[src/rtl/fsop_pkg.sv]
// ----------------------------------------------------------------------------
// Frame slot ownership pool package
// Opcodes, owner codes and the per-slot metadata word shared by the pool RTL.
// ----------------------------------------------------------------------------
package fsop_pkg;

    localparam int unsigned OpcodeW = 3;
    localparam int unsigned SlotW   = 6;
    localparam int unsigned WordW   = 32;
    localparam int unsigned StampW  = 64;

    typedef enum logic [OpcodeW-1:0] {
        OP_ACQ_DMA  = 3'd0,
        OP_COMPLETE = 3'd1,
        OP_ACQ_TX   = 3'd2,
        OP_RELEASE  = 3'd3,
        OP_CANCEL   = 3'd4,
        OP_DROP     = 3'd5
    } opcode_t;

    typedef enum logic [1:0] {
        OWN_FREE  = 2'd0,
        OWN_DMA   = 2'd1,
        OWN_READY = 2'd2,
        OWN_TX    = 2'd3
    } owner_t;

    // Metadata held per slot in the metadata memory.
    typedef struct packed {
        logic [WordW-1:0]  generation;
        logic [StampW-1:0] timestamp;
        logic [WordW-1:0]  status;
        logic [WordW-1:0]  frame_num;
    } meta_t;

endpackage

[src/rtl/fsop_if.sv]
// ----------------------------------------------------------------------------
// Frame slot ownership pool channels
// Request and response channels with a valid/ready transfer handshake.
// ----------------------------------------------------------------------------
interface fsop_req_if;
    logic                        valid;
    logic                        ready;
    logic [fsop_pkg::OpcodeW-1:0] opcode;
    logic [fsop_pkg::SlotW-1:0]   slot_index;
    logic [fsop_pkg::WordW-1:0]   frame_num;
    logic [fsop_pkg::WordW-1:0]   dma_status;
    logic [fsop_pkg::StampW-1:0]  capture_ts;

    modport source (
        output valid, opcode, slot_index, frame_num, dma_status, capture_ts,
        input  ready
    );
    modport sink (
        input  valid, opcode, slot_index, frame_num, dma_status, capture_ts,
        output ready
    );
endinterface

interface fsop_rsp_if;
    logic                        valid;
    logic                        ready;
    logic                        ok;
    logic [fsop_pkg::SlotW-1:0]   slot_out;
    logic [fsop_pkg::WordW-1:0]   frame_id_out;
    logic [fsop_pkg::WordW-1:0]   status_out;
    logic [fsop_pkg::StampW-1:0]  timestamp_out;
    logic [fsop_pkg::WordW-1:0]   generation_out;
    logic [fsop_pkg::WordW-1:0]   dropped_total;

    modport source (
        output valid, ok, slot_out, frame_id_out, status_out, timestamp_out,
               generation_out, dropped_total,
        input  ready
    );
    modport sink (
        input  valid, ok, slot_out, frame_id_out, status_out, timestamp_out,
               generation_out, dropped_total,
        output ready
    );
endinterface

[src/rtl/fsop_meta_ram.sv]
// ----------------------------------------------------------------------------
// Frame slot metadata memory
// One write port and one read port with registered read data.
// ----------------------------------------------------------------------------
module fsop_meta_ram #(
    parameter int unsigned DEPTH = 4
) (
    input  logic                     clk,
    input  logic                     we,
    input  logic [$clog2(DEPTH)-1:0] waddr,
    input  fsop_pkg::meta_t          wdata,
    input  logic [$clog2(DEPTH)-1:0] raddr,
    output fsop_pkg::meta_t          rdata
);

    fsop_pkg::meta_t mem [DEPTH];

    always_ff @(posedge clk)
    begin
        if (we)
        begin
            mem[waddr] <= wdata;
        end
        rdata <= mem[raddr];
    end

endmodule

[src/rtl/frame_slot_ownership_pool.sv]
// ----------------------------------------------------------------------------
// Frame slot ownership pool
// Hands frame slots between a DMA producer and a transmit consumer and passes
// only the newest completed frame to transmit.
// ----------------------------------------------------------------------------
//
//  Channel | Dir | Transfer moves
//  --------+-----+-----------------------------------------------------------
//  req     | in  | opcode, slot_index, frame_num, dma_status, capture_ts
//  rsp     | out | ok, slot_out, frame_id_out, status_out, timestamp_out,
//          |     | generation_out, dropped_total
//
// One operation is worked on at a time. Acquire_dma, drop_ready and
// acquire_latest_tx scan over the slots, one slot per cycle; acquire_latest_tx
// reads each slot through the metadata memory read port.
// Reset puts every slot in the free state, the generation counter to one and
// the drop counter to zero. The response register holds a finished result while
// the next request is taken; only a second result waits on a stalled rsp.
// ----------------------------------------------------------------------------
module frame_slot_ownership_pool #(
    parameter int unsigned SLOT_COUNT = 4
) (
    input  logic          clk,
    input  logic          rst_n,
    fsop_req_if.sink      req,
    fsop_rsp_if.source    rsp
);

    localparam int unsigned IDX_W = $clog2(SLOT_COUNT);
    localparam logic [IDX_W-1:0] LAST_IDX = IDX_W'(SLOT_COUNT - 1);

    typedef enum logic [3:0] {
        S_IDLE,
        S_EXEC,
        S_ACQ_SCAN,
        S_DROP_SCAN,
        S_LT_SCAN,
        S_LT_TAIL,
        S_LT_FETCH,
        S_LT_OUT,
        S_FINISH
    } state_t;

    // Sequencer state.
    state_t                        state_reg, state_next;
    logic [fsop_pkg::OpcodeW-1:0]  op_reg, op_next;
    logic [fsop_pkg::SlotW-1:0]    idx_reg, idx_next;
    logic [fsop_pkg::WordW-1:0]    fid_reg, fid_next;
    logic [fsop_pkg::WordW-1:0]    stw_reg, stw_next;
    logic [fsop_pkg::StampW-1:0]   ts_reg, ts_next;
    logic [IDX_W-1:0]              cnt_reg, cnt_next;

    // Pool state kept outside the metadata memory.
    fsop_pkg::owner_t              owner_reg [SLOT_COUNT];
    logic [fsop_pkg::WordW-1:0]    next_gen_reg, next_gen_next;
    logic [fsop_pkg::WordW-1:0]    drop_reg, drop_next;

    // Newest-frame search.
    logic                          found_reg, found_next;
    logic [IDX_W-1:0]              best_reg, best_next;
    logic [fsop_pkg::WordW-1:0]    best_gen_reg, best_gen_next;
    logic                          pipe_vld_reg, pipe_vld_next;
    logic [IDX_W-1:0]              pipe_idx_reg, pipe_idx_next;
    logic [fsop_pkg::WordW-1:0]    gen_diff;

    // Result of the operation in progress.
    logic                          res_ok_reg, res_ok_next;
    logic [fsop_pkg::SlotW-1:0]    res_slot_reg, res_slot_next;
    fsop_pkg::meta_t               res_meta_reg, res_meta_next;

    // Response register.
    logic                          out_vld_reg, out_vld_next;
    logic                          out_ok_reg, out_ok_next;
    logic [fsop_pkg::SlotW-1:0]    out_slot_reg, out_slot_next;
    fsop_pkg::meta_t               out_meta_reg, out_meta_next;
    logic [fsop_pkg::WordW-1:0]    out_drop_reg, out_drop_next;

    // Owner table write port.
    logic                          own_we;
    logic [IDX_W-1:0]              own_wa;
    fsop_pkg::owner_t              own_wd;

    // Metadata memory ports.
    logic                          ram_we;
    logic [IDX_W-1:0]              ram_raddr;
    fsop_pkg::meta_t               ram_wdata;
    fsop_pkg::meta_t               ram_rdata;

    logic                          idx_ok;
    logic [IDX_W-1:0]              idx_sel;
    fsop_pkg::owner_t              idx_own;
    fsop_pkg::owner_t              cnt_own;
    logic                          cnt_last;

    fsop_meta_ram #(
        .DEPTH (SLOT_COUNT)
    ) u_meta_ram (
        .clk   (clk),
        .we    (ram_we),
        .waddr (idx_sel),
        .wdata (ram_wdata),
        .raddr (ram_raddr),
        .rdata (ram_rdata)
    );

    // The slot index is checked against the pool size before it addresses
    // the owner table; bits above the table index are covered by that check.
    assign idx_ok   = {1'b0, idx_reg} < (fsop_pkg::SlotW + 1)'(SLOT_COUNT);
    assign idx_sel  = idx_reg[IDX_W-1:0];
    assign idx_own  = owner_reg[idx_sel];
    assign cnt_own  = owner_reg[cnt_reg];
    assign cnt_last = (cnt_reg == LAST_IDX);

    // Wrapped generation difference of the slot just read against the best.
    assign gen_diff = ram_rdata.generation - best_gen_reg;

    assign ram_wdata = '{generation: next_gen_reg, timestamp: ts_reg,
                         status: stw_reg, frame_num: fid_reg};

    assign req.ready = (state_reg == S_IDLE);

    assign rsp.valid          = out_vld_reg;
    assign rsp.ok             = out_ok_reg;
    assign rsp.slot_out       = out_slot_reg;
    assign rsp.frame_id_out   = out_meta_reg.frame_num;
    assign rsp.status_out     = out_meta_reg.status;
    assign rsp.timestamp_out  = out_meta_reg.timestamp;
    assign rsp.generation_out = out_meta_reg.generation;
    assign rsp.dropped_total  = out_drop_reg;

    always_comb
    begin
        state_next    = state_reg;
        op_next       = op_reg;
        idx_next      = idx_reg;
        fid_next      = fid_reg;
        stw_next      = stw_reg;
        ts_next       = ts_reg;
        cnt_next      = cnt_reg;
        next_gen_next = next_gen_reg;
        drop_next     = drop_reg;
        found_next    = found_reg;
        best_next     = best_reg;
        best_gen_next = best_gen_reg;
        pipe_vld_next = 1'b0;
        pipe_idx_next = cnt_reg;
        res_ok_next   = res_ok_reg;
        res_slot_next = res_slot_reg;
        res_meta_next = res_meta_reg;
        out_vld_next  = out_vld_reg;
        out_ok_next   = out_ok_reg;
        out_slot_next = out_slot_reg;
        out_meta_next = out_meta_reg;
        out_drop_next = out_drop_reg;
        own_we        = 1'b0;
        own_wa        = cnt_reg;
        own_wd        = fsop_pkg::OWN_FREE;
        ram_we        = 1'b0;
        ram_raddr     = cnt_reg;

        if (out_vld_reg && rsp.ready)
        begin
            out_vld_next = 1'b0;
        end

        case (state_reg)
            S_IDLE:
            begin
                if (req.valid)
                begin
                    op_next       = req.opcode;
                    idx_next      = req.slot_index;
                    fid_next      = req.frame_num;
                    stw_next      = req.dma_status;
                    ts_next       = req.capture_ts;
                    cnt_next      = '0;
                    found_next    = 1'b0;
                    res_ok_next   = 1'b0;
                    res_slot_next = '0;
                    res_meta_next = '0;
                    state_next    = S_EXEC;
                end
            end

            S_EXEC:
            begin
                state_next = S_FINISH;
                case (fsop_pkg::opcode_t'(op_reg))
                    fsop_pkg::OP_ACQ_DMA:
                    begin
                        state_next = S_ACQ_SCAN;
                    end
                    fsop_pkg::OP_COMPLETE:
                    begin
                        if (idx_ok && (fid_reg != '0) && (idx_own == fsop_pkg::OWN_DMA))
                        begin
                            ram_we      = 1'b1;
                            own_we      = 1'b1;
                            own_wa      = idx_sel;
                            own_wd      = fsop_pkg::OWN_READY;
                            res_ok_next = 1'b1;
                            // The generation counter skips zero on wrap.
                            next_gen_next = next_gen_reg + 32'd1;
                            if (next_gen_next == '0)
                            begin
                                next_gen_next = 32'd1;
                            end
                        end
                    end
                    fsop_pkg::OP_ACQ_TX:
                    begin
                        state_next = S_LT_SCAN;
                    end
                    fsop_pkg::OP_RELEASE:
                    begin
                        if (idx_ok && (idx_own == fsop_pkg::OWN_TX))
                        begin
                            own_we      = 1'b1;
                            own_wa      = idx_sel;
                            res_ok_next = 1'b1;
                        end
                    end
                    fsop_pkg::OP_CANCEL:
                    begin
                        if (idx_ok && (idx_own == fsop_pkg::OWN_DMA))
                        begin
                            own_we      = 1'b1;
                            own_wa      = idx_sel;
                            res_ok_next = 1'b1;
                        end
                    end
                    fsop_pkg::OP_DROP:
                    begin
                        res_ok_next = 1'b1;
                        state_next  = S_DROP_SCAN;
                    end
                    default:
                    begin
                        state_next = S_FINISH;
                    end
                endcase
            end

            S_ACQ_SCAN:
            begin
                if (cnt_own == fsop_pkg::OWN_FREE)
                begin
                    own_we        = 1'b1;
                    own_wd        = fsop_pkg::OWN_DMA;
                    res_ok_next   = 1'b1;
                    res_slot_next = fsop_pkg::SlotW'(cnt_reg);
                    state_next    = S_FINISH;
                end
                else if (cnt_last)
                begin
                    state_next = S_FINISH;
                end
                else
                begin
                    cnt_next = cnt_reg + 1'b1;
                end
            end

            S_DROP_SCAN:
            begin
                if (cnt_own == fsop_pkg::OWN_READY)
                begin
                    own_we    = 1'b1;
                    drop_next = drop_reg + 32'd1;
                end
                if (cnt_last)
                begin
                    state_next = S_FINISH;
                end
                else
                begin
                    cnt_next = cnt_reg + 1'b1;
                end
            end

            S_LT_SCAN:
            begin
                // Generation read issued here, compared in the following cycle.
                pipe_vld_next = (cnt_own == fsop_pkg::OWN_READY);
                if (cnt_last)
                begin
                    state_next = S_LT_TAIL;
                end
                else
                begin
                    cnt_next = cnt_reg + 1'b1;
                end
            end

            S_LT_TAIL:
            begin
                state_next = S_LT_FETCH;
            end

            S_LT_FETCH:
            begin
                ram_raddr  = best_reg;
                state_next = found_reg ? S_LT_OUT : S_FINISH;
            end

            S_LT_OUT:
            begin
                own_we        = 1'b1;
                own_wa        = best_reg;
                own_wd        = fsop_pkg::OWN_TX;
                res_ok_next   = 1'b1;
                res_slot_next = fsop_pkg::SlotW'(best_reg);
                res_meta_next = ram_rdata;
                state_next    = S_FINISH;
            end

            S_FINISH:
            begin
                if (!out_vld_reg || rsp.ready)
                begin
                    out_vld_next  = 1'b1;
                    out_ok_next   = res_ok_reg;
                    out_slot_next = res_slot_reg;
                    out_meta_next = res_meta_reg;
                    out_drop_next = drop_reg;
                    state_next    = S_IDLE;
                end
            end

            default:
            begin
                state_next = S_IDLE;
            end
        endcase

        // Compare stage of the newest-frame search. A ready slot that loses,
        // or a best that is displaced, can never win later, so it is freed
        // and counted as dropped right away.
        if (pipe_vld_reg)
        begin
            if (!found_reg)
            begin
                found_next    = 1'b1;
                best_next     = pipe_idx_reg;
                best_gen_next = ram_rdata.generation;
            end
            else
            begin
                own_we    = 1'b1;
                drop_next = drop_reg + 32'd1;
                if ((gen_diff != '0) && !gen_diff[fsop_pkg::WordW-1])
                begin
                    own_wa        = best_reg;
                    best_next     = pipe_idx_reg;
                    best_gen_next = ram_rdata.generation;
                end
                else
                begin
                    own_wa = pipe_idx_reg;
                end
            end
        end
    end

    always_ff @(posedge clk or negedge rst_n)
    begin
        if (!rst_n)
        begin
            state_reg    <= S_IDLE;
            op_reg       <= '0;
            idx_reg      <= '0;
            fid_reg      <= '0;
            stw_reg      <= '0;
            ts_reg       <= '0;
            cnt_reg      <= '0;
            for (int i = 0; i < SLOT_COUNT; i++)
            begin
                owner_reg[i] <= fsop_pkg::OWN_FREE;
            end
            next_gen_reg <= 32'd1;
            drop_reg     <= '0;
            found_reg    <= 1'b0;
            best_reg     <= '0;
            best_gen_reg <= '0;
            pipe_vld_reg <= 1'b0;
            pipe_idx_reg <= '0;
            res_ok_reg   <= 1'b0;
            res_slot_reg <= '0;
            res_meta_reg <= '0;
            out_vld_reg  <= 1'b0;
            out_ok_reg   <= 1'b0;
            out_slot_reg <= '0;
            out_meta_reg <= '0;
            out_drop_reg <= '0;
        end
        else
        begin
            state_reg    <= state_next;
            op_reg       <= op_next;
            idx_reg      <= idx_next;
            fid_reg      <= fid_next;
            stw_reg      <= stw_next;
            ts_reg       <= ts_next;
            cnt_reg      <= cnt_next;
            if (own_we)
            begin
                owner_reg[own_wa] <= own_wd;
            end
            next_gen_reg <= next_gen_next;
            drop_reg     <= drop_next;
            found_reg    <= found_next;
            best_reg     <= best_next;
            best_gen_reg <= best_gen_next;
            pipe_vld_reg <= pipe_vld_next;
            pipe_idx_reg <= pipe_idx_next;
            res_ok_reg   <= res_ok_next;
            res_slot_reg <= res_slot_next;
            res_meta_reg <= res_meta_next;
            out_vld_reg  <= out_vld_next;
            out_ok_reg   <= out_ok_next;
            out_slot_reg <= out_slot_next;
            out_meta_reg <= out_meta_next;
            out_drop_reg <= out_drop_next;
        end
    end

    // The generation counter never holds zero.
    a_gen_nonzero: assert property (@(posedge clk) disable iff (!rst_n)
        next_gen_reg != '0)
        else $error("generation counter reached zero");

    // The drop counter only ever advances by one per cycle.
    a_drop_step: assert property (@(posedge clk) disable iff (!rst_n)
        (drop_reg != $past(drop_reg)) |-> (drop_reg == $past(drop_reg) + 32'd1))
        else $error("drop counter jumped");

    // Compare stage is only busy while the generation scan drains.
    a_pipe_scope: assert property (@(posedge clk) disable iff (!rst_n)
        pipe_vld_reg |-> ((state_reg == S_LT_SCAN) || (state_reg == S_LT_TAIL)))
        else $error("compare stage active outside the scan");

    // The chosen slot is owned by transmit once handed out.
    a_tx_owned: assert property (@(posedge clk) disable iff (!rst_n)
        (state_reg == S_LT_OUT) |=> (owner_reg[$past(best_reg)] == fsop_pkg::OWN_TX))
        else $error("chosen slot not owned by transmit");

endmodule
[src/flat_wrapper.sv]
// flat-port wrapper written by rule: the top's interface ports become plain ports
module frame_slot_ownership_pool_flat 
#(
    parameter int unsigned SLOT_COUNT = 4
)
  (clk, rst_n, req_valid, req_opcode, req_slot_index, req_frame_num, req_dma_status, req_capture_ts, req_ready, rsp_valid, rsp_ok, rsp_slot_out, rsp_frame_id_out, rsp_status_out, rsp_timestamp_out, rsp_generation_out, rsp_dropped_total, rsp_ready);
  fsop_req_if req_i ();
  fsop_rsp_if rsp_i ();
  input  logic clk;
  input  logic rst_n;
  input wire logic [$bits(req_i.valid)-1:0] req_valid;
  input wire logic [$bits(req_i.opcode)-1:0] req_opcode;
  input wire logic [$bits(req_i.slot_index)-1:0] req_slot_index;
  input wire logic [$bits(req_i.frame_num)-1:0] req_frame_num;
  input wire logic [$bits(req_i.dma_status)-1:0] req_dma_status;
  input wire logic [$bits(req_i.capture_ts)-1:0] req_capture_ts;
  output wire logic [$bits(req_i.ready)-1:0] req_ready;
  output wire logic [$bits(rsp_i.valid)-1:0] rsp_valid;
  output wire logic [$bits(rsp_i.ok)-1:0] rsp_ok;
  output wire logic [$bits(rsp_i.slot_out)-1:0] rsp_slot_out;
  output wire logic [$bits(rsp_i.frame_id_out)-1:0] rsp_frame_id_out;
  output wire logic [$bits(rsp_i.status_out)-1:0] rsp_status_out;
  output wire logic [$bits(rsp_i.timestamp_out)-1:0] rsp_timestamp_out;
  output wire logic [$bits(rsp_i.generation_out)-1:0] rsp_generation_out;
  output wire logic [$bits(rsp_i.dropped_total)-1:0] rsp_dropped_total;
  input wire logic [$bits(rsp_i.ready)-1:0] rsp_ready;
  assign req_i.valid = req_valid;
  assign req_i.opcode = req_opcode;
  assign req_i.slot_index = req_slot_index;
  assign req_i.frame_num = req_frame_num;
  assign req_i.dma_status = req_dma_status;
  assign req_i.capture_ts = req_capture_ts;
  assign req_ready = req_i.ready;
  assign rsp_valid = rsp_i.valid;
  assign rsp_ok = rsp_i.ok;
  assign rsp_slot_out = rsp_i.slot_out;
  assign rsp_frame_id_out = rsp_i.frame_id_out;
  assign rsp_status_out = rsp_i.status_out;
  assign rsp_timestamp_out = rsp_i.timestamp_out;
  assign rsp_generation_out = rsp_i.generation_out;
  assign rsp_dropped_total = rsp_i.dropped_total;
  assign rsp_i.ready = rsp_ready;
  frame_slot_ownership_pool #(.SLOT_COUNT(SLOT_COUNT)) u_core (.clk(clk), .rst_n(rst_n), .req(req_i), .rsp(rsp_i));
endmodule
[config.mk]
export PLATFORM = sky130hd
export DESIGN_NAME = frame_slot_ownership_pool_flat
export DESIGN_NICKNAME = d
export VERILOG_FILES = /design/src/rtl/fsop_pkg.sv /design/src/rtl/fsop_if.sv /design/src/rtl/fsop_meta_ram.sv /design/src/rtl/frame_slot_ownership_pool.sv /design/src/flat_wrapper.sv
export SDC_FILE = /design/constraint.sdc
export NUM_CORES = 1
export LEC_CHECK = 0
export BUFFER_PORTS_ARGS = -buffer_cell sky130_fd_sc_hd__buf_2
export CAP_MARGIN = 20
export CORE_UTILIZATION = 40
export CTS_CLUSTER_SIZE = 28
export DETAILED_ROUTE_END_ITERATION = 8
export GPL_ROUTABILITY_DRIVEN = 0
export GPL_TIMING_DRIVEN = 1
export PLACE_DENSITY_LB_ADDON = 0.15
export SYNTH_ARGS = -nofsm -noshare
export SYNTH_HDL_FRONTEND = slang
export SYNTH_SLANG_ARGS = --single-unit
[constraint.sdc]
create_clock -name clk -period 15.5 [get_ports clk]
set_input_delay 4.65 -clock clk [delete_from_list [all_inputs] [get_ports clk]]
set_output_delay 4.65 -clock clk [all_outputs]
set_load 0.005 [all_outputs]
# Word-level counts from Yosys, hierarchy flattened
# Memories as Yosys holds them, arrays and structs flattened. A register that Yosys moved wholly into a read port is not among the register bits.
# Cells that the tools add are included.
# totals
register_bits,620
ram_bits,640
inputBits,141
output_inout_bits,201
elab_cells,178
memories,1
# memory_table
memory,depth,width,read_ports,rd_ports_with_merged_regs,wr,line,text
u_core.u_meta_ram.mem,4,160,1,1,1,fsop_meta_ram.sv:16,fsop_pkg::meta_t mem [DEPTH];
# op_classes
n_addsub,4
n_lt_le_gt_ge,5
n_eq_ne,27
n_mux,76
n_bitwise,3
reduce_logical,30
# op_table
op,count
160-bit case mux with 2 select lines,1
32-bit two-way mux,7
160-bit two-way mux,1
32-bit by 1-bit adder with 32-bit output (second input constant),2
32-bit nonzero test,2
2-bit two-way mux,19
4-bit case mux with 9 select lines,1
32-bit logical NOT,1
32-bit subtractor,1
1-bit two-way mux,25
4-bit two-way mux,6
2-bit case mux with 3 select lines,3
6-bit case mux with 3 select lines,1
4-bit by 3-bit == test with 1-bit output (second input constant),4
6-bit two-way mux,2
1-bit case mux with 4 select lines,3
4-bit case mux with 3 select lines,1
3-bit AND reduction,4
3-bit >= comparator (second input constant),3
3-bit by 2-bit != test with 1-bit output (second input constant),3
2-bit NOT with 3-bit output,3
2-bit binary-select mux with 2-bit select,2
8-bit bitwise mux,1
4-bit by 2-bit == test with 1-bit output (second input constant),2
28 further kinds,47

# Depth between registers and ports, before layout
# Gate-level depths: netlist of the first run.
# logic_depth
depth_word,17
depth_mapped,17
ltp_nobuf,15

# By module
# A second synthesis of the first run with hierarchy kept.
# hier_totals
cells_unflattened,3605
area_unflattened_um2,52899.5
# modules_own_cells
mod,instances,cells_each,area_each_um2,seq_area_each_um2
frame_slot_ownership_pool,1,2605,26601.8,15315.9
fsop_meta_ram,1,1000,26297.7,22421.5

# Worst setup path after synthesis of the first run
# Ideal clock, no wire load.
# synth_path
path_kind,flip-flop to flip-flop
start,register u_core.idx_reg[5] in the netlist's numbering
end,"memory u_core.u_meta_ram.mem[2][0] in the netlist's numbering, enable pin"
setup_ps,908
t_arrival_ps,13805
path_slack_ps,787
path_stages_with_launch,7
n_path_buf,1
synth_period_minus_slack_ps,14713
path_cell_list,dfrtp_1 > or4_1 > or3_1 > or3_1 > or2_2 > clkbuf_1 > nor3b_1
# synth_between
elab_chain_cells,8
# synth_lines
element,line,text
from (decl),frame_slot_ownership_pool.sv:47,"logic [fsop_pkg::SlotW-1:0] idx_reg, idx_next;"
from (signal assigned),frame_slot_ownership_pool.sv:400,idx_reg <= idx_next;
6-bit by 3-bit < comparator with 1-bit output,frame_slot_ownership_pool.sv:108,"assign idx_ok = {1'b0, idx_reg} < (fsop_pkg::SlotW + 1)'(SLOT_COUNT);"
1-bit logical AND (2 in series),frame_slot_ownership_pool.sv:195,if (idx_ok && (fid_reg != '0) && (idx_own == fsop_pkg::OWN_DMA))
1-bit two-way mux,frame_slot_ownership_pool.sv:195,
1-bit two-way mux,frame_slot_ownership_pool.sv:188,case (fsop_pkg::opcode_t'(op_reg))
1-bit two-way mux,frame_slot_ownership_pool.sv:166,case (state_reg)
1-bit two-way mux,fsop_meta_ram.sv:20,if (we)
1-bit two-way mux (not written as such),fsop_meta_ram.sv:22,mem[waddr] <= wdata;
to (decl),fsop_meta_ram.sv:16,
# No other way between the ends.

# Worst setup path in the final report of the first run
# layout_path
start,input port rsp_ready
end,"register u_core.out_meta_reg, in the netlist u_core.rsp.timestamp_out[59]"
# layout_between
elab_chain_cells,2
# layout_lines
element,line,text
from (decl),flat_wrapper.sv:26,input wire logic [$bits(rsp_i.ready)-1:0] rsp_ready;
1-bit logical OR,frame_slot_ownership_pool.sv:319,if (!out_vld_reg || rsp.ready)
2-bit AND reduction (no line),-,
to (signal assigned),frame_slot_ownership_pool.sv:422,out_meta_reg <= out_meta_next;
to (decl),frame_slot_ownership_pool.sv:75,"fsop_pkg::meta_t out_meta_reg, out_meta_next;"
# No other way between the ends.
# A chain may end at the register's enable or synchronous reset.

==> summary.md, run 1 <==
| Metric | Value |
|---|---|
| Run status | `finished clean` |
| Wire per inst | `20.2 um` |
| Post-Route WL | `around 120000 um` |
| Worst Path Arrival | `7.63 ns` |
| Synth area leader | `edfxtp_1` |
| Post-synthesis register bit count | `1412` |
| CTS clock-pin slew for the worst setup and hold paths | `approximately 0.06 ns` |
| LEAKAGE | `around 26 nW` |
| CTS resizes | `0` |
| Actual slew at the worst max-slew pin | `roughly 1.1 ns` |
| Total number of vias | `approximately 30000` |
| Syn Inst Count | `between 3000 and 4000` |
| CP peak stage delay | `approximately 0.80 ns` |
| Most frequent CP cell | `buf_4` |
| I/O pin cnt | `~340` |
| DR pass1 iterations | `5` |
| Post-CTS setup buffers | `0` |
| Total core area | `~130000 um2` |
| Placed cell areas | `roughly 56000 um2` |
| Design area | `61600 um2` |
| Register area share after synthesis | `71.3%` |
| Gr ovfl total | `0` |
| Clock tree sinks | `around 1400` |
| # rows | `roughly 130` |
| Top cells by count, synth | `849 x nand2_1, 640 x edfxtp_1, 611 x dfrtp_1` |
| Starting Density | `approximately two fifths` |
| Unrepaired setup endpoints after global routing | `false` |
| Hold_buf cts | `0` |
| Syn. warnings | `0` |
| Worst hold path depth | `2` |
| Final Hold Viols | `0` |
| Final Max Tran Viols | `0` |
| Crit path time final | `between 6 and 7 ns` |
| Die W | `between 300 and 400 um` |
| Avg Cell Area, Syn | `approximately 15 um2` |
| Most frequent cell after synthesis | `nand2_1` |
| Number of port buffers | `337` |
| CTS Buf Count | `~150` |
| Hold Path Class | `register to register` |
| Max Clk Rate | `143 MHz` |
| Pwr per Cell Area | `161 nW/um2` |
| Post-route DRC | `0` |
| Worst vdd ir | `just over 0.0001 V` |
| Initial antenna violation count | `10` |
| Die area | `134000 um2` |
| Unique masters post-synth | `between 80 and 90` |
| Die extent in y | `366 um` |
| Max reg flops | `640` |
| Met2 usage | `27.7%` |
| Ratio of cells with drive above 1 in the final layout | `24.7%` |
| Clock buffer depth | `3` |
| Slowest-stage cell, CP | `buf_4` |
| First-pass GRT wire length | `~190000 um` |
| Grt peak-use layer | `met2` |
| Vias in the first global route | `between 30000 and 40000` |
| Critical path depth | `6` |
| ANT nets after route | `0` |
| CP startpoint kind | `input pin` |
| Mapped Area | `roughly 53000 um2` |
| Layout Nets | `around 4200` |
| Worst Path Max Fanout | `61` |
| Final period utilization | `a little under half` |
| Ys async rst share | `a little over two fifths` |
| Worst path buffer plus inverter count | `3` |
| CTS H-tree lvls | `4` |
| Critical path, cell by cell | `buf_2, nand2b_1, nand2_4, buf_4, buf_4, mux2_2` |
| Clock Skew | `roughly 0.052 ns` |
| GRT Util Overall | `between 10% and 20%` |
| Met1 Use GR | `approximately 26%` |
| Root Buffer | `clkbuf_16` |
| Drt initial violations | `roughly 2000` |
| Post-synth EDFFs | `640` |
| Filler cell count | `approximately 12000` |
| Synth top area cells | `edfxtp_1 36%, dfrtp_1 29%, mux4_2 6.9%` |
| CTS tree | `done` |
| Largest net degree at the start of global routing | `roughly 190` |
| Area Growth Syn to Fin | `16.5%` |
| Crit path required time | `16.15 ns` |
| Final setup vio count | `0` |
| Clk Latency, worst-skew pair | `about 0.78 ns` |
| CP endpoint kind | `register` |
| Ys flop type | `edfxtp_1` |
| Slew headroom | `29.4%` |
| Grt met3 use | `3.68%` |
| Top delay family on crit path | `buffers and inverters` |
| Worst R2R Path Depth | `9` |
| Dpl hpwl | `~71000 um` |
| Synth top area share | `around 36%` |
| DR vias/cell | `between 5 and 6` |
| CP Class | `input pin to register` |
| TNS Setup | `0 ns` |
| # Max-Cap Violations | `0` |
-- cells by family after synthesis --
group	Yosys count	share of synthesized area, %
flip-flops	1412	71.3
AND/OR/NAND/NOR	1124	8.98
multiplexers	384	11.6
AO/OA/AOI/OAI	365	4.10
buffers and inverters	240	1.81
XOR/XNOR	82	1.36
adder cells (fa/ha/maj)	35	0.842
other	1	0.00709
-- final cells by class --
cell class,count,area (um2),area share (%)
Antenna cell,4,10.0,0.0162
Clock buffer,233,4510,7.32
Clock inverter,55,608,0.987
Inverter,48,180,0.292
Multi-Input combinational cell,1994,14300,23.2
Sequential cell,1412,37700,61.2
Tap cell,1755,2200,3.56
Timing Repair Buffer,384,2080,3.38
-- per-layer routing --
metal	routed length, um	up-vias	share of wire, %
li1	-	13800	-
met4	2500	10	2.1
met5	65	-	0.055
met3	5490	169	4.6
met1	56600	15200	48
met2	54300	550	46
-- path summary, 6_finish.rpt --
path	from	end	slack [ns]
max in group asynchronous	rst_n	u_core.best_gen_reg[18]$_DFFE_PN0P_	9.31
min in group asynchronous	rst_n	u_core.stw_reg[23]$_DFFE_PN0P_	3.89
worst min-delay path	u_core.u_meta_ram.rdata[57]$_DFF_P_	u_core.res_meta_reg[57]$_DFFE_PN0P_	0.43
worst max register to register	u_core.idx_reg[1]$_DFFE_PN0P_	u_core.u_meta_ram.mem[3][55]$_DFFE_PP_	9.99
worst max-delay path	rsp_ready	u_core.rsp.timestamp_out[59]$_DFFE_PN0P_	8.52
worst min register to register	u_core.u_meta_ram.rdata[57]$_DFF_P_	u_core.res_meta_reg[57]$_DFFE_PN0P_	0.43
-- worst register-to-register path: cells and delay by family (launching register included) --
family	cells	cell delay, ns
simple gates	4	2.02
buf+inv	3	1.94
compound gates	2	0.61
flops	1	0.53
-- cells in the final DEF, fill, tap and decap left out, types with 10 or more instances in the layout --
| master | count |
|---|---|
| a21oi_1 | 42 |
| a31oi_1 | 15 |
| and3_1 | 19 |
| buf_2 | 336 |
| buf_4 | 45 |
| clkbuf_1 | 44 |
| clkbuf_16 | 155 |
| clkbuf_8 | 34 |
| clkinv_1 | 10 |
| clkinv_2 | 23 |
| dfrtp_1 | 611 |
| dfxtp_1 | 160 |
| edfxtp_1 | 640 |
| ha_1 | 34 |
| inv_1 | 48 |
| mux2_1 | 11 |
| mux2_2 | 200 |
| mux4_2 | 162 |
| nand2_1 | 847 |
| nand3_1 | 40 |
| nand4_1 | 27 |
| nor2_1 | 67 |
| nor3_1 | 24 |
| nor4_1 | 16 |
| o21ai_0 | 190 |
| o21ai_1 | 33 |
| xnor2_1 | 56 |
| xor2_1 | 26 |
-- stage by stage --
stage	total power, mW	hold WS [ns]	setup WS [ns]	util (%)	std cells
finish	9.94	0.427	8.52	46.9	5885
global route	10.4	0.441	8.34	46.9	5881
CTS	10.1	0.429	8.49	46.9	5880
detailed placement	6.43	0.418	7.65	43.0	5592
global placement	6.40	0.412	7.69	43.0	5592
floorplan	5.84	0.378	0.787	-	3646
-- power breakdown --
part	switching (mW)	internal, mW
clock	1.51	2.11
combinational	0.793	0.601
sequential	0.381	4.54
Power figures use the tool's default switching activity.
==> run 2: changes to the inputs <==
==> constraint.sdc (replaced) <==
create_clock -name clk -period 6.4 [get_ports clk]
set_input_delay 1.92 -clock clk [delete_from_list [all_inputs] [get_ports clk]]
set_output_delay 1.92 -clock clk [all_outputs]
set_load 0.005 [all_outputs]
==> run 2 against run 1 <==
Global-route usage decreased by 0.22 points. Final cell count fell by 0.17%. Combinational power up 150%. Wire length decreased by 1.0%. Design area rose by 0.21%. Die area unchanged. Critical path type is now register to register. Largest power group unchanged. Highest routed layer unchanged.
==> summary.md, run 2 (synthesized netlist as in run 1, its figures left out) <==
| Metric | Value |
|---|---|
| Run status | `finished clean` |
| Final Max Tran Viols | `0 (unchanged)` |
| Max Clk Rate | `between 150 and 200 MHz` |
| Placed cells | `5585 (-0.13%)` |
| Worst Path Arrival | `5.92 ns (-1.71 ns)` |
| Starting Density | `40.3% (unchanged)` |
| CP endpoint kind | `register` |
| Wire per inst | `20.0 um (-0.87%)` |
| Final Hold Viols | `0 (unchanged)` |
| Filler cell count | `11600 (-0.79%)` |
| CP startpoint kind | `register` |
| Hold_buf cts | `0 (unchanged)` |
| Actual slew at the worst max-slew pin | `0.970 ns (-0.0894 ns)` |
| DR pass1 iterations | `7 (+2)` |
| Crit path required time | `7.05 ns (-9.10 ns)` |
| Critical register-to-register path startpoint | `u_core.u_meta_ram.rdata[128]$_DFF_P_` |
| Design Power | `24.1 mW (+140%)` |
| Layout Nets | `4161 (-0.19%)` |
| Slowest-stage cell, CP | `or4_4` |
| LEAKAGE | `25.9 nW (about the same)` |
| Crit path time final | `5.28 ns` |
| Most frequent cells in the layout | `847 x nand2_1, 640 x edfxtp_1, 611 x dfrtp_1` |
| Number of port buffers | `337 (unchanged)` |
| Die W | `366 um (unchanged)` |
| Design area | `61800 um2 (+0.21%)` |
| ANT nets after route | `0 (unchanged)` |
| # Max-Cap Violations | `0 (unchanged)` |
| Top delay family on crit path | `compound AO/OA/AOI/OAI gates` |
| Final setup vio count | `0 (unchanged)` |
| CTS resizes | `0 (unchanged)` |
| Clock tree sinks | `1412 (unchanged)` |
| Max reg flops | `640 (unchanged)` |
| Pwr per Cell Area | `390 nW/um2 (+140%)` |
| Clk Latency, worst-skew pair | `0.78 ns (about the same)` |
| Die area | `134000 um2 (unchanged)` |
| Reg2reg setup slack | `1.12 ns (-8.87 ns)` |
| Root Buffer | `clkbuf_16` |
| Area Growth Syn to Fin | `16.7%` |
| Place WS | `1.10 ns (-6.55 ns)` |
| Critical path, cell by cell | `inv_1, ha_1, fa_1, nor2b_1, o21ai_0, o2bb2ai_1, o21a_1, o31ai_1, mux2_2, or4_1, or4_4, o31a_1, o21a_2, buf_4, mux2_1` |
| GRT Util Overall | `17.8% (-0.22 points)` |
| Worst path buffer plus inverter count | `2 (-1)` |
| Worst hold path depth | `2 (unchanged)` |
| # rows | `133 (unchanged)` |
| DR vias/cell | `5.03 (-0.32%)` |
| R2r endpoint | `u_core.best_reg[0]$_DFFE_PN0P_` |
| Final worst slack | `1.12 ns (-7.39 ns)` |
| Unrepaired setup endpoints after global routing | `false` |
| Total core area | `131000 um2 (unchanged)` |
| Worst R2R Path Depth | `15 (+6)` |
| Worst vdd ir | `0.000313 V (+200%)` |
| Total number of vias | `29500 (-0.49%)` |
| Initial antenna violation count | `6 (-4)` |
| CTS clock-pin slew for the worst setup and hold paths | `0.06 ns (about the same)` |
| Worst Path Max Fanout | `35 (-43%)` |
| Hold EP | `u_core.res_meta_reg[43]$_DFFE_PN0P_` |
| Slew headroom | `35.3% (+6.0 points)` |
| Vias in the first global route | `30300 (-1.0%)` |
| Post-Route WL | `118000 um (-1.0%)` |
| Most common cell after layout, fill and taps aside | `nand2_1` |
| Placed cell areas | `56700 um2 (+0.41%)` |
| CP peak stage delay | `0.58 ns (-0.22 ns)` |
| CTS Buf Count | `153 (unchanged)` |
| Ratio of cells with drive above 1 in the final layout | `24.3% (-0.41 points)` |
| Hold Path Class | `register to register` |
| Final period utilization | `between 80% and 90%` |
| Die extent in y | `366 um (unchanged)` |
| HP Start | `u_core.u_meta_ram.rdata[43]$_DFF_P_` |
| Post-CTS setup buffers | `0 (unchanged)` |
| I/O pin cnt | `342 (unchanged)` |
| CTS H-tree lvls | `4 (unchanged)` |
| CP Class | `register to register` |
| Dpl hpwl | `69300 um (-1.7%)` |
| Largest net degree at the start of global routing | `193 (+0.52%)` |
| First-pass GRT wire length | `184000 um (-1.5%)` |
| Gr ovfl total | `0 (unchanged)` |
| Drt initial violations | `1879 (-5.0%)` |
| Clock Skew | `0.0191 ns (-0.0329 ns)` |
| Non-Filler Instances | `5875 (-0.17%)` |
| Clock buffer depth | `3 (unchanged)` |
| Post-route DRC | `0 (unchanged)` |
| CTS tree | `done` |
-- run 2: cell types whose count changed in the layout (fill, tap and decap cells not counted), sizes merged --
cell      before  now
clkinvlp       2    3
clkbuf       233  226
clkinv        43   46
bufinv         5    8
diode          4    2
buf          384  376
-- run 2: per-stage QoR --
| step | utilization [%] | TNS [ns] | hold slack, ns |
|---|---|---|---|
| CTS | 47.0 | 0 | 0.427 |
| global route | 47.0 | 0 | 0.456 |
| floorplan | - | -17.08 | 0.378 |
| finish | 47.0 | 0 | 0.428 |
| global placement | 43.2 | 0 | 0.413 |
| detailed placement | 43.2 | 0 | 0.419 |
-- run 2: area by class of cell --
type / count / area, um2 / share of cell area (%)
flip-flops and latches: 1412 / 37700 / 61.1
multi-input cells: 1994 / 14300 / 23.2
repair buffers: 376 / 2250 / 3.65
clock inverters: 62 / 641 / 1.04
diodes: 2 / 5.00 / 0.00810
well taps: 1755 / 2200 / 3.55
clock buffers: 226 / 4410 / 7.14
inverters: 48 / 180 / 0.292
-- run 2: routing by layer --
| layer | part of all wire [%] | global-route usage (%) |
|---|---|---|
| met1 | 48 | 26.0 |
| met2 | 45 | 27.0 |
| met3 | 4.5 | 3.47 |
| met4 | 2.0 | 5.24 |
| met5 | 0.023 | 0 |
-- run 2: worst register-to-register path, stage by stage (launching register included) --
cell and delay (ns):
dfxtp_1 0.35, inv_1 0.06, ha_1 0.21, fa_1 0.41, nor2b_1 0.27, o21ai_0 0.12
o2bb2ai_1 0.21, o21a_1 0.23, o31ai_1 0.35, mux2_2 0.38, or4_1 0.51, or4_4 0.58
o31a_1 0.36, o21a_2 0.44, buf_4 0.34, mux2_1 0.34
-- run 2: report_power, final --
group,switching [mW],internal [mW]
clock network,3.59,5.13
registers,0.924,11.0
logic,1.91,1.50
total,6.43,17.6
-- run 2: worst max-delay path by stage --
stage,slack [ns],from,end,depth (start not counted)
after floorplan,-0.05,u_core.idx_reg[2]$_DFFE_PN0P_,u_core.u_meta_ram.mem[2][0]$_DFFE_PP_,6
after detailed placement,1.10,u_core.u_meta_ram.rdata[128]$_DFF_P_,u_core.best_gen_reg[31]$_DFFE_PN0P_,15
final,1.12,u_core.u_meta_ram.rdata[128]$_DFF_P_,u_core.best_reg[0]$_DFFE_PN0P_,15
after global routing,0.84,u_core.u_meta_ram.rdata[128]$_DFF_P_,u_core.best_gen_reg[31]$_DFFE_PN0P_,15
after CTS,1.08,u_core.u_meta_ram.rdata[128]$_DFF_P_,u_core.best_gen_reg[31]$_DFFE_PN0P_,15
after global placement,1.23,u_core.u_meta_ram.rdata[128]$_DFF_P_,u_core.best_gen_reg[31]$_DFFE_PN0P_,15
